==> config.mk <==
export PLATFORM = sky130hd
export DESIGN_NAME = etsb_fill_store
export DESIGN_NICKNAME = d
export VERILOG_FILES = /design/src/rtl/etsb_pkg.sv /design/src/rtl/etsb_fill_store.sv
export SDC_FILE = /design/constraint.sdc
export NUM_CORES = 2
export LEC_CHECK = 0
export ABC_AREA = 1
export BUFFER_PORTS_ARGS = -buffer_cell sky130_fd_sc_hd__buf_2
export CAP_MARGIN = 40
export CORE_MARGIN = 2
export CORE_UTILIZATION = 60
export DETAILED_ROUTE_END_ITERATION = 16
export PLACE_DENSITY_LB_ADDON = 0.15
export SLEW_MARGIN = 10
export SYNTH_ARGS = -nofsm -noshare
export SYNTH_HDL_FRONTEND = slang
export SYNTH_SLANG_ARGS = --single-unit
==> constraint.sdc <==
create_clock -name clk_i -period 4.3 [get_ports clk_i]
set_input_delay 0.86 -clock clk_i [delete_from_list [all_inputs] [get_ports clk_i]]
set_output_delay 0.86 -clock clk_i [all_outputs]
set_load 0.1 [all_outputs]
==> src/rtl/etsb_pkg.sv <==
`default_nettype none

package etsb_pkg;

  localparam int NodeBits   = 8;
  localparam int BucketWays = 8;
  localparam int NumBuckets = (2 << NodeBits) - 1;
  localparam int NumEntries = NumBuckets * BucketWays;
  localparam int BucketW    = $clog2(NumBuckets);
  localparam int EntryAw    = $clog2(NumEntries);
  localparam int FillW      = $clog2(BucketWays + 1);
  localparam int NodesW     = 2 * NodeBits;
  localparam int ValW       = 31;
  localparam int LimitW     = 12;
  localparam int CountW     = 13;
  localparam logic [LimitW-1:0] LimitReset = LimitW'(4088);

  typedef enum logic [1:0] {
    ActAdd     = 2'd0,
    ActRdFlow  = 2'd1,
    ActRdCap   = 2'd2,
    ActSetFlow = 2'd3
  } action_e;

  typedef enum logic [1:0] {
    StClear,
    StIdle,
    StLookup,
    StScan
  } state_e;

  typedef struct packed {
    action_e           action;
    logic [7:0]        node_from;
    logic [7:0]        node_to;
    logic [ValW-1:0]   capacity_in;
    logic [ValW-1:0]   flow_in;
  } item_t;

  typedef struct packed {
    logic              found;
    logic [ValW-1:0]   flow_out;
    logic [ValW-1:0]   capacity_out;
    logic              table_full;
    logic              bucket_overflow;
  } result_t;

  typedef struct packed {
    logic [NodesW-1:0] nodes;
    logic [ValW-1:0]   capacity;
    logic [ValW-1:0]   flow;
  } entry_t;

  function automatic logic [EntryAw-1:0] entry_addr(logic [BucketW-1:0] bucket,
                                                    logic [FillW-1:0] way);
    return EntryAw'(bucket) * EntryAw'(BucketWays) + EntryAw'(way);
  endfunction

  function automatic logic [BucketW-1:0] bucket_of(logic [7:0] node_from,
                                                   logic [7:0] node_to);
    return BucketW'(node_from[NodeBits-1:0]) + BucketW'(node_to[NodeBits-1:0]);
  endfunction

endpackage

`default_nettype wire

==> src/rtl/etsb_fill_store.sv <==
`default_nettype none

module etsb_fill_store import etsb_pkg::*; (
  input  wire logic               clk_i,
  input  wire logic               we_i,
  input  wire logic [BucketW-1:0] waddr_i,
  input  wire logic [FillW-1:0]   wdata_i,
  input  wire logic [BucketW-1:0] raddr_i,
  output logic      [FillW-1:0]   rdata_o
);

  logic [FillW-1:0] mem_q [NumBuckets];

  always_ff @(posedge clk_i) begin
    if (we_i) begin
      mem_q[waddr_i] <= wdata_i;
    end
    rdata_o <= mem_q[raddr_i];
  end

endmodule

`default_nettype wire

==> results.py <==
metrics = {
    "floorplanning": {
        "fp-row-count": 137,
        "start_util_pct": 60.5,
        "die_height_um": 379,
        "io_pins": 28,
        "core_area_mm2": 0.140,
        "dieArea_mm2": 0.144,
        "fp.dieW_um": 379,
    },
    "global_route": {
        "grt_overflow": 0,
        "grt_max_degree": 154,
        "use_met2_pct": 49.2,
        "track_usage_pct": 31.0,
        "grt_pass1_vias": 54363,
        "grt_busiest_layer": "met2",
        "antenna_found_initial": 10,
        "met1_usage_pct": 43.7,
        "grt_pass1_wl_mm": 332,
        "use_met3_pct": 5.46,
    },
    "synth": {
        "ys_seq_area_share_pct": 72.7,
        "synthCells": 7286,
        "synth-xor-area-share_pct": 0,
        "synth_top_family_by_area": "simple AND/OR/NAND/NOR gates",
        "ys_ff_latch": 2048,
        "synth-simple-area-share_pct": 23.7,
        "netlist-cell-type-count": 15,
        "yosysWarnings": 0,
        "synth_compound_area_share_pct": 0,
        "syn_avg_cell_area_um2": 11.6,
        "synthAdderAreaFrac_pct": 0,
        "syn_nets": 7310,
        "netlist_area_mm2": 0.0846,
        "synth_mux_area_share_pct": 0,
    },
    "sta": {
        "holdWs_ns": 0.554,
        "clock.fmax_mhz": 319,
        "tightest_slew_ns": 0.894,
        "rsz0062_at_grt": "no",
        "setup_tns_ns": 0,
        "slew_violations": 0,
        "timing_hold_violations_final": 0,
        "relSlewSlack_pct": 40.4,
        "final.period_utilization_pct": 73.0,
        "finalSetupViolations": 0,
        "fin_crit_ns": 3.14,
        "worst_clock_skew_ns": 0.0191,
    },
    "clocking": {
        "cts_tree": "done",
        "htreeDepth": 4,
        "post_cts_buffers": 0,
        "cts-resized-gates": 0,
        "cts-root-buf": "clkbuf_16",
        "clkSinkCount": 2048,
        "numCtsBuffers": 198,
        "cts_hold_buffers": 0,
        "clockBufferDepth": 3,
        "cts.clk_slew.worst_paths_ns": 0.06,
        "worstSkewPairLatency_ns": 0.83,
    },
    "routing": {
        "wl_per_cell_um": 24.0,
        "drc_errors": 0,
        "firstDrtPassIters": 6,
        "wirelength_mm": 221,
        "vias": 56411,
        "ant_nets": 0,
        "first_iter_violations": 7386,
        "vias_per_cell": 6.12,
    },
    "setup_path": {
        "regToRegEndpoint": "rdata_o[1]",
        "rrSetupSlack_ns": 2.10,
        "critPathKind": "input port to flip-flop",
        "arrival_ns": 3.88,
        "startpoint": "raddr_i[0]",
        "crit_end": "rdata_o[1]",
        "cp.required_ns": 5.04,
        "path_max_fanout": 104,
        "r2r-start": "mem_q[271][1]",
        "worstSetupStartpointType": "input port",
        "ff2ff_path_depth": 10,
        "end_kind": "flip-flop",
    },
    "pwr": {
        "p_leak_nw": 32.1,
        "finalPower_w": 0.0410,
        "power_density_mw_per_mm2": 442,
        "ir_worst_vdd_uv": 448,
    },
    "cells_and_area": {
        "drive_above_1_share_pct": 6.83,
        "antennaDiodeCount": 0,
        "fin_nets": 7199,
        "areaGrowthSynthToFinish_pct": 9.68,
    },
    "placed_design": {
        "port_buffers": 27,
        "dp_hpwl_mm": 126,
        "place.gp.congestion": 0.891,
    },
    "hold_path": {
        "hp-class": "input port to flip-flop",
    },
    "job": {
        "maxCapViolCount": 0,
    },
    "status": {
        "status": "complete, no violations",
    },
}
-- worst max-delay path: stages --
cell,delay (ns)
buf_8,0.20
inv_16,0.33
buf_12,0.42
nand2_1,0.11
nand3_1,0.10
nand3_1,0.12
nand3_1,0.14
nand3_1,0.11
nand3_1,0.24
nand3_1,0.25
nand3_1,0.15
nand3_1,0.37
nand2_1,0.19
-- worst min-delay path by stage --
| stage | end | startpoint | slack [ns] | cells past startpoint |
|---|---|---|---|---|
| floorplan | rdata_o[0] | mem_q[84][0] | 0.87 | 10 |
| global placement | rdata_o[3] | mem_q[170][3] | 1.03 | 10 |
| detailed placement | rdata_o[0] | mem_q[74][0] | 1.02 | 10 |
| CTS | rdata_o[0] | raddr_i[8] | 0.48 | 3 |
| global route | rdata_o[2] | raddr_i[8] | 0.55 | 3 |
| finish | mem_q[259][1] | wdata_i[1] | 0.55 | 1 |
-- kinds of logic (layout without fill, tap and decap cells) --
kind of cell  count (synthesis)  after routing
simple gates               4669           4669
flops                      2048           2048
buf+inv                     569            619
-- layout by cell type (no fill, tap or decap) --
cell           n
clkinv_2      31
bufinv_16     11
buf_2         18
buf_8          7
nor2_1       521
buf_6          1
nor3_1         9
clkbuf_1      50
nand3_1     2031
clkinvlp_4     7
buf_4        125
nand2_1     2091
edfxtp_1    2044
clkbuf_16    202
clkinv_1      48
nor3_2         2
inv_6         10
buf_16         5
inv_16         2
inv_1         37
inv_2          1
inv_8          2
clkinv_8       1
clkinv_4       2
buf_12        59
nand2_4       15
dfxtp_1        4
-- metal layers --
layer / up-vias / wire length [um]
li1: 25509 / -
met1: 27415 / 87100
met2: 2979 / 104000
met3: 494 / 22200
met4: 14 / 7620
met5: - / 87
-- through the flow --
stage	setup slack [ns]	utilization, %	cell area, um2	std cells
3_5_place_dp	0.509	62.0	86700	8851
3_3_place_gp	0.489	61.9	86500	8842
6_report	1.16	66.4	92800	9212
4_1_cts	1.38	66.4	92800	9212
5_1_grt	1.14	66.4	92800	9212
2_1_floorplan	2.06	-	84600	7286
-- cells in the mapped netlist, drive strengths merged --
library cell  instances  area, um2
nand2              2106       7910
edfxtp             2044      61400
nand3              2031      10200
nor2                521       1960
buf                 410       2430
clkbuf              116        435
inv                  43        164
nor3                 11       55.1
dfxtp                 4       80.1
-- flip-flops by register name, indices dropped and copies added (netlist names) --
signal   cells
mem_q     2044
rdata_o      4
-- power by group --
part	switching, W	leakage [nW]	internal (W)
Sequential	0.0000154	18.4	0.0220
Clock	0.00727	2.96	0.00925
Combinational	0.00190	10.7	0.000631
Total	0.00919	32.1	0.0319
-- cell type report --
| cell class | instances | area [um2] |
|---|---|---|
| Inverter | 43 | 199 |
| Multi-Input combinational cell | 4669 | 20200 |
| Sequential cell | 2048 | 61500 |
| Fill cell | 10413 | 46900 |
| Tap cell | 1876 | 2350 |
| Clock inverter | 109 | 846 |
| Clock buffer | 252 | 5240 |
| Timing Repair Buffer | 215 | 2460 |
Note: power is estimated with default switching activity, not from simulation.
