### config.mk
export PLATFORM = sky130hd
export DESIGN_NAME = etsb_match
export DESIGN_NICKNAME = d
export VERILOG_FILES = /design/src/rtl/etsb_pkg.sv /design/src/rtl/etsb_match.sv
export SDC_FILE = /design/constraint.sdc
export NUM_CORES = 1
export LEC_CHECK = 0
export ABC_AREA = 1
export BUFFER_PORTS_ARGS = -buffer_cell sky130_fd_sc_hd__buf_2
export CAP_MARGIN = 20
export CORE_AREA = 2 2 39 41
export DETAILED_ROUTE_END_ITERATION = 7
export DIE_AREA = 0 0 41 43
export GPL_TIMING_DRIVEN = 0
export PLACE_DENSITY = 0.72
export SLEW_MARGIN = 20
export SYNTH_ARGS = -nofsm -noshare
export SYNTH_HDL_FRONTEND = slang
export SYNTH_SLANG_ARGS = --single-unit
### constraint.sdc
create_clock -name vclk -period 0.8
set_input_delay 0.04 -clock vclk [all_inputs]
set_output_delay 0.04 -clock vclk [all_outputs]
set_load 0.02 [all_outputs]
### src/rtl/etsb_pkg.sv
`default_nettype none

package etsb_pkg;

  localparam int NodeBits   = 8;
  localparam int BucketWays = 8;
  localparam int NumBuckets = (2 << NodeBits) - 1;
  localparam int NumEntries = NumBuckets * BucketWays;
  localparam int BucketW    = $clog2(NumBuckets);
  localparam int EntryAw    = $clog2(NumEntries);
  localparam int FillW      = $clog2(BucketWays + 1);
  localparam int NodesW     = 2 * NodeBits;
  localparam int ValW       = 31;
  localparam int LimitW     = 12;
  localparam int CountW     = 13;
  localparam logic [LimitW-1:0] LimitReset = LimitW'(4088);

  typedef enum logic [1:0] {
    ActAdd     = 2'd0,
    ActRdFlow  = 2'd1,
    ActRdCap   = 2'd2,
    ActSetFlow = 2'd3
  } action_e;

  typedef enum logic [1:0] {
    StClear,
    StIdle,
    StLookup,
    StScan
  } state_e;

  typedef struct packed {
    action_e           action;
    logic [7:0]        node_from;
    logic [7:0]        node_to;
    logic [ValW-1:0]   capacity_in;
    logic [ValW-1:0]   flow_in;
  } item_t;

  typedef struct packed {
    logic              found;
    logic [ValW-1:0]   flow_out;
    logic [ValW-1:0]   capacity_out;
    logic              table_full;
    logic              bucket_overflow;
  } result_t;

  typedef struct packed {
    logic [NodesW-1:0] nodes;
    logic [ValW-1:0]   capacity;
    logic [ValW-1:0]   flow;
  } entry_t;

  function automatic logic [EntryAw-1:0] entry_addr(logic [BucketW-1:0] bucket,
                                                    logic [FillW-1:0] way);
    return EntryAw'(bucket) * EntryAw'(BucketWays) + EntryAw'(way);
  endfunction

  function automatic logic [BucketW-1:0] bucket_of(logic [7:0] node_from,
                                                   logic [7:0] node_to);
    return BucketW'(node_from[NodeBits-1:0]) + BucketW'(node_to[NodeBits-1:0]);
  endfunction

endpackage

`default_nettype wire

### src/rtl/etsb_match.sv
`default_nettype none

module etsb_match import etsb_pkg::*; (
  input  wire logic [NodesW-1:0] nodes_i,
  input  wire logic [7:0]        node_from_i,
  input  wire logic [7:0]        node_to_i,
  input  wire action_e           action_i,
  output logic                   match_o
);

  logic [NodeBits-1:0] src;
  logic [NodeBits-1:0] dst;
  logic [NodeBits-1:0] key_from;
  logic [NodeBits-1:0] key_to;

  assign src      = nodes_i[NodesW-1:NodeBits];
  assign dst      = nodes_i[NodeBits-1:0];
  assign key_from = node_from_i[NodeBits-1:0];
  assign key_to   = node_to_i[NodeBits-1:0];

  // Set-flow hits every entry whose source is either node, covering both directions.
  always_comb begin
    case (action_i)
      ActSetFlow: match_o = (src == key_from) || (src == key_to);
      default:    match_o = (src == key_from) && (dst == key_to);
    endcase
  end

endmodule

`default_nettype wire

==> flow_metrics.py, run 1 <==
metrics = {
    "outcome": {
        "violations": "setup timing",
        "status": "finished with violations",
    },
    "timing": {
        "tightest_slew_ns": 0.125,
        "holdWs_ns": 0.487,
        "relSlewSlack_pct": 91.6,
        "fin_crit_ns": 0.822,
        "slew_violations": 0,
        "rsz0062_at_grt": "yes",
        "setup_slack_ns": -0.0222,
        "finalCritPeriodShare_pct": 103,
        "fmax_mhz": 1220,
        "setup_violations": 1,
        "finalHoldViolCount": 0,
    },
    "power_and_ir_drop": {
        "vdd_ir_drop_max_v": 0.000204,
        "power_mw": 0.328,
        "powerDensity_nw_per_um2": 476,
        "total_leakage_power_nw": 0.380,
    },
    "global_route": {
        "grt_start_max_net_pins": 4,
        "grt_pass1_wl_um": 1510,
        "grt_remaining_overflow": 0,
        "grtUsageTotal_pct": 11.4,
        "antenna_found_initial": 0,
        "grt_pass1_vias": 419,
    },
    "yosys": {
        "ys_seq_area_share_pct": 0,
        "synth_cell_type_count": 11,
        "syn_area_sq_um": 360,
        "syn_area_per_cell_sq_um": 5.46,
        "postSynthCellCount": 66,
        "syn_nets": 100,
        "yosysWarnings": 0,
    },
    "placed_design": {
        "placed_cell_area_sq_um": 556,
        "pre_cts_slack_ns": -0.0743,
        "hpwl_um": 851,
        "place.port_buffers": 35,
        "dp_cells": 117,
        "gp_congestion": 0.633,
    },
    "setup_path": {
        "worst_setup_path_end_kind": "output pin",
        "critPathLaunchType": "primary input",
        "crit_fanout": 3,
        "worstPathRequired_ns": 0.76,
        "worstPathArrival_ns": 0.78,
        "critPathKind": "primary input to output pin",
    },
    "detailed_routing": {
        "ant_nets": 0,
        "vias_per_cell": 4.27,
        "drcViolationCount": 0,
        "vias": 500,
        "first_iter_violations": 3,
        "wirelength_um": 977,
        "drt_pass1_iterations": 4,
        "wl_per_cell_um": 8.35,
    },
    "final_layout": {
        "nFlopsAndLatches": 0,
        "fin_nets": 137,
        "diodes": 0,
        "syn_to_final_growth_pct": 91.0,
        "drive_gt1_share_pct": 47.5,
        "seqCellArea_sq_um": 0,
        "clkbuf_count": 0,
        "final_cell_area_sq_um": 688,
        "fin_cells": 117,
    },
    "die": {
        "pin_count": 35,
        "rows": 14,
        "core_area_sq_um": 1380,
        "start_util_pct": 26.0,
        "dieWidth_um": 41,
        "dieArea_sq_um": 1760,
        "die_y_um": 43,
    },
    "clocking": {
        "postCtsSetupRepairBufs": 0,
        "cts.hold.buffers_added": 0,
    },
    "hold_path": {
        "hp-class": "primary input to output pin",
    },
    "run": {
        "maxCapViolations": 0,
    },
}
per-stage QoR:
step / setup TNS [ns] / util (%)
2_1_floorplan: 0 / -
3_3_place_gp: -0.0670 / 40.1
3_5_place_dp: -0.0743 / 40.1
4_1_cts: -0.0359 / 47.4
5_1_grt: -0.113 / 49.7
6_report: -0.0222 / 49.7
layout make-up:
class | count | area, sq um
timing repair buffer | 35 | 275
inverter | 8 | 32.5
fill | 139 | 696
multi-input combinational | 58 | 360
tap | 16 | 20.0
worst paths after layout:
path | startpoint | endpoint | slack (ns) | depth (start not counted)
max | node_to_i[4] | match_o | -0.02 | 8
min | action_i[1] | match_o | 0.49 | 6
cell families (layout without fill, tap and decap cells):
kind of cell | Yosys count | in the layout | share of synthesized area [%]
and+or+nand+nor | 40 | 40 | 47.9
xor gates and xnor gates | 18 | 18 | 43.7
buffers and inverters | 8 | 43 | 8.33
layer usage:
layer  global-route usage, %  vias up  wire length (um)
met4                       0        0                 0
met1                    13.6      223               368
met5                       0        -                 0
met3                       0        0                36
li1                        -      264                 -
met2                    22.2       13               571
worst max-delay path, stage by stage:
cell and delay (ns):
buf_6 0.09, inv_2 0.06, or2_1 0.11, nand4_2 0.08
nor2_2 0.14, nand3b_2 0.07, nand2_1 0.08, buf_6 0.11
cells in the final DEF, fill, tap and decap left out:
cell type  Yosys  layout
nand3_1        1       1
nand4_2        1       1
inv_2          1       4
inv_4          0       1
nand2_2        0       2
inv_1          7       3
buf_6          0      16
or2_0          1       1
nor2_1         9       8
xnor2_1       10       7
xnor2_2        0       3
xor2_1         8       8
buf_2          0      19
or2_1          1       1
nand3b_2       1       1
nand2_1       26      24
nor2_2         0       1
repair_timing:
action / CTS / global route
endpoints found under the setup margin: 1 / 1
pin swaps: 17 / 10
resized for setup: 19 / 10
power breakdown:
part / switching, mW / internal (mW)
Sequential: 0 / 0
Clock: 0 / 0
Combinational: 0.129 / 0.199
cell usage after synthesis:
cell	instances	area (sq um)
nand2_1	26	97.6
xnor2_1	10	87.6
nor2_1	9	33.8
xor2_1	8	70.1
inv_1	7	26.3
inv_2	1	3.75
nand3_1	1	5.00
nand3b_2	1	11.3
nand4_2	1	12.5
or2_0	1	6.26
or2_1	1	6.26
Note: power is estimated with default switching activity, not from simulation.
==> inputs of run 2 (changes only) <==
--- a/config.mk
+++ b/config.mk
@@ -8,11 +8,13 @@
 export ABC_AREA = 1
 export BUFFER_PORTS_ARGS = -buffer_cell sky130_fd_sc_hd__buf_2
 export CAP_MARGIN = 20
-export CORE_AREA = 2 2 39 41
+export CELL_PAD_IN_SITES_DETAIL_PLACEMENT = 0
+export CELL_PAD_IN_SITES_GLOBAL_PLACEMENT = 1
+export CORE_AREA = 2 2 44 46
 export DETAILED_ROUTE_END_ITERATION = 7
-export DIE_AREA = 0 0 41 43
+export DIE_AREA = 0 0 46 48
 export GPL_TIMING_DRIVEN = 0
-export PLACE_DENSITY = 0.72
+export PLACE_DENSITY = 0.88
 export SLEW_MARGIN = 20
 export SYNTH_ARGS = -nofsm -noshare
 export SYNTH_HDL_FRONTEND = slang
==> run 2 against run 1 <==
  * The run still ends with setup timing left
  * Critical path depth down 1
  * Flip-flop and latch count did not move
  * Maximum frequency is 1.2% lower
  * Hold slack better by 0.015 ns
  * Via count is 3.4% lower
  * First-iteration DRC count unchanged
  * Design area up 7.3%
  * Largest power group unchanged
  * Highest routed layer is now met4
==> flow_metrics.py, run 2 (synthesized netlist as in run 1, its figures left out) <==
metrics = {
    "final_layout": {
        "clkbuf_count": 0,
        "syn_to_final_growth_pct": 105,
        "drive_gt1_share_pct": 48.5,
        "fill_cells": 181,
        "nFlopsAndLatches": 0,
        "seqCellArea_sq_um": 0,
        "diodes": 0,
        "multi_input_area_sq_um": 365,
        "fin_cells": 118,
        "final_common_cell": "nand2_1",
        "mostFrequentLayoutCells": "24 x nand2_1, 21 x buf_6, 13 x buf_2, 9 x nor2_1, 8 x xor2_1",
        "fin_nets": 137,
    },
    "detailed_routing": {
        "vias": 483,
        "ant_nets": 0,
        "wirelength_um": 1030,
        "vias_per_cell": 4.09,
        "drcViolationCount": 0,
        "first_iter_violations": 3,
        "drt_pass1_iterations": 4,
        "wl_per_cell_um": 8.71,
    },
    "die": {
        "rows": 15,
        "dieArea_sq_um": 2210,
        "dieWidth_um": 46,
        "core_area_sq_um": 1690,
        "start_util_pct": 21.3,
        "die_y_um": 48,
        "pin_count": 35,
    },
    "timing": {
        "fin_crit_ns": 0.832,
        "rsz0062_at_grt": "yes",
        "tightest_slew_ns": 0.122,
        "relSlewSlack_pct": 91.8,
        "fmax_mhz": 1200,
        "setup_violations": 1,
        "setup_slack_ns": -0.0321,
        "finalHoldViolCount": 0,
        "finalCritPeriodShare_pct": 104,
        "slew_violations": 0,
    },
    "placed_design": {
        "hpwl_um": 884,
        "place.port_buffers": 35,
        "dp_cells": 118,
        "gp_congestion": 0.690,
        "pre_cts_slack_ns": -0.0920,
    },
    "outcome": {
        "status": "finished with violations",
        "violations": "setup timing",
    },
    "power_and_ir_drop": {
        "vdd_ir_drop_max_v": 0.000153,
        "total_leakage_power_nw": 0.399,
        "powerDensity_nw_per_um2": 477,
        "power_mw": 0.352,
    },
    "global_route": {
        "grt_remaining_overflow": 0,
        "grt_pass1_wl_um": 1430,
        "grt_start_max_net_pins": 4,
        "grtUsageTotal_pct": 8.58,
        "grt_pass1_vias": 390,
        "antenna_found_initial": 0,
    },
    "setup_path": {
        "crit_fanout": 2,
        "critPathKind": "primary input to output pin",
        "worstPathRequired_ns": 0.76,
        "worst_setup_path_end_kind": "output pin",
        "critPathLaunchType": "primary input",
        "worstPathArrival_ns": 0.79,
    },
    "hold_path": {
        "hp-class": "primary input to output pin",
    },
    "run": {
        "maxCapViolations": 0,
    },
}
==> run 2: changes by cell type in the layout (fill, tap and decap cells not counted) <==
cell / change
buf_2: -6
inv_1: -1
nor2_2: -1
xnor2_1: -1
inv_4: +1
buf_8: +1
nor2_1: +1
xnor2_2: +1
buf_6: +5
==> run 2: layout make-up <==
| class | count | share of cell area [%] |
|---|---|---|
| timing repair buffer | 35 | 42.9 |
| multi-input combinational | 58 | 49.5 |
| tap | 17 | 2.88 |
| inverter | 8 | 4.75 |
==> run 2: worst paths after layout <==
| path | slack, ns | cells past startpoint | to | startpoint |
|---|---|---|---|---|
| max | -0.03 | 7 | match_o | nodes_i[14] |
| min | 0.50 | 6 | match_o | action_i[1] |
==> run 2: through the flow <==
stage               instance area, sq um  setup TNS (ns)  hold slack (ns)  utilization [%]
floorplan                            360               0            0.341                -
global placement                     557         -0.0772            0.512             33.0
detailed placement                   557         -0.0920            0.531             33.0
CTS                                  661         -0.0469            0.522             39.1
global route                         738          -0.121            0.559             43.7
finish                               738         -0.0321            0.503             43.7
==> run 2: layer usage <==
metal	global-route usage, %	wire length, um	vias to the layer above
li1	-	-	265
met1	10.6	394	195
met2	16.1	537	21
met3	1.13	85	2
met5	0	0	-
met4	1.14	10	0
==> run 2: what timing repair did <==
item	in CTS	in global routing
gates resized for setup	20	19
endpoints found under the setup margin	1	1
hold buffers	0	0
buffers inserted	0	0
pin swaps	17	15
==> run 2: worst max-delay path, stage by stage <==
cell and delay (ns):
buf_2 0.12, xnor2_1 0.14, nand3_1 0.09, nor2_1 0.12, nand3b_2 0.08, nand2_1 0.09, buf_6 0.12
==> run 2: power by group <==
| group | total [mW] | switching [mW] | internal (mW) |
|---|---|---|---|
| clock network | 0 | 0 | 0 |
| registers | 0 | 0 | 0 |
| logic | 0.352 | 0.130 | 0.222 |
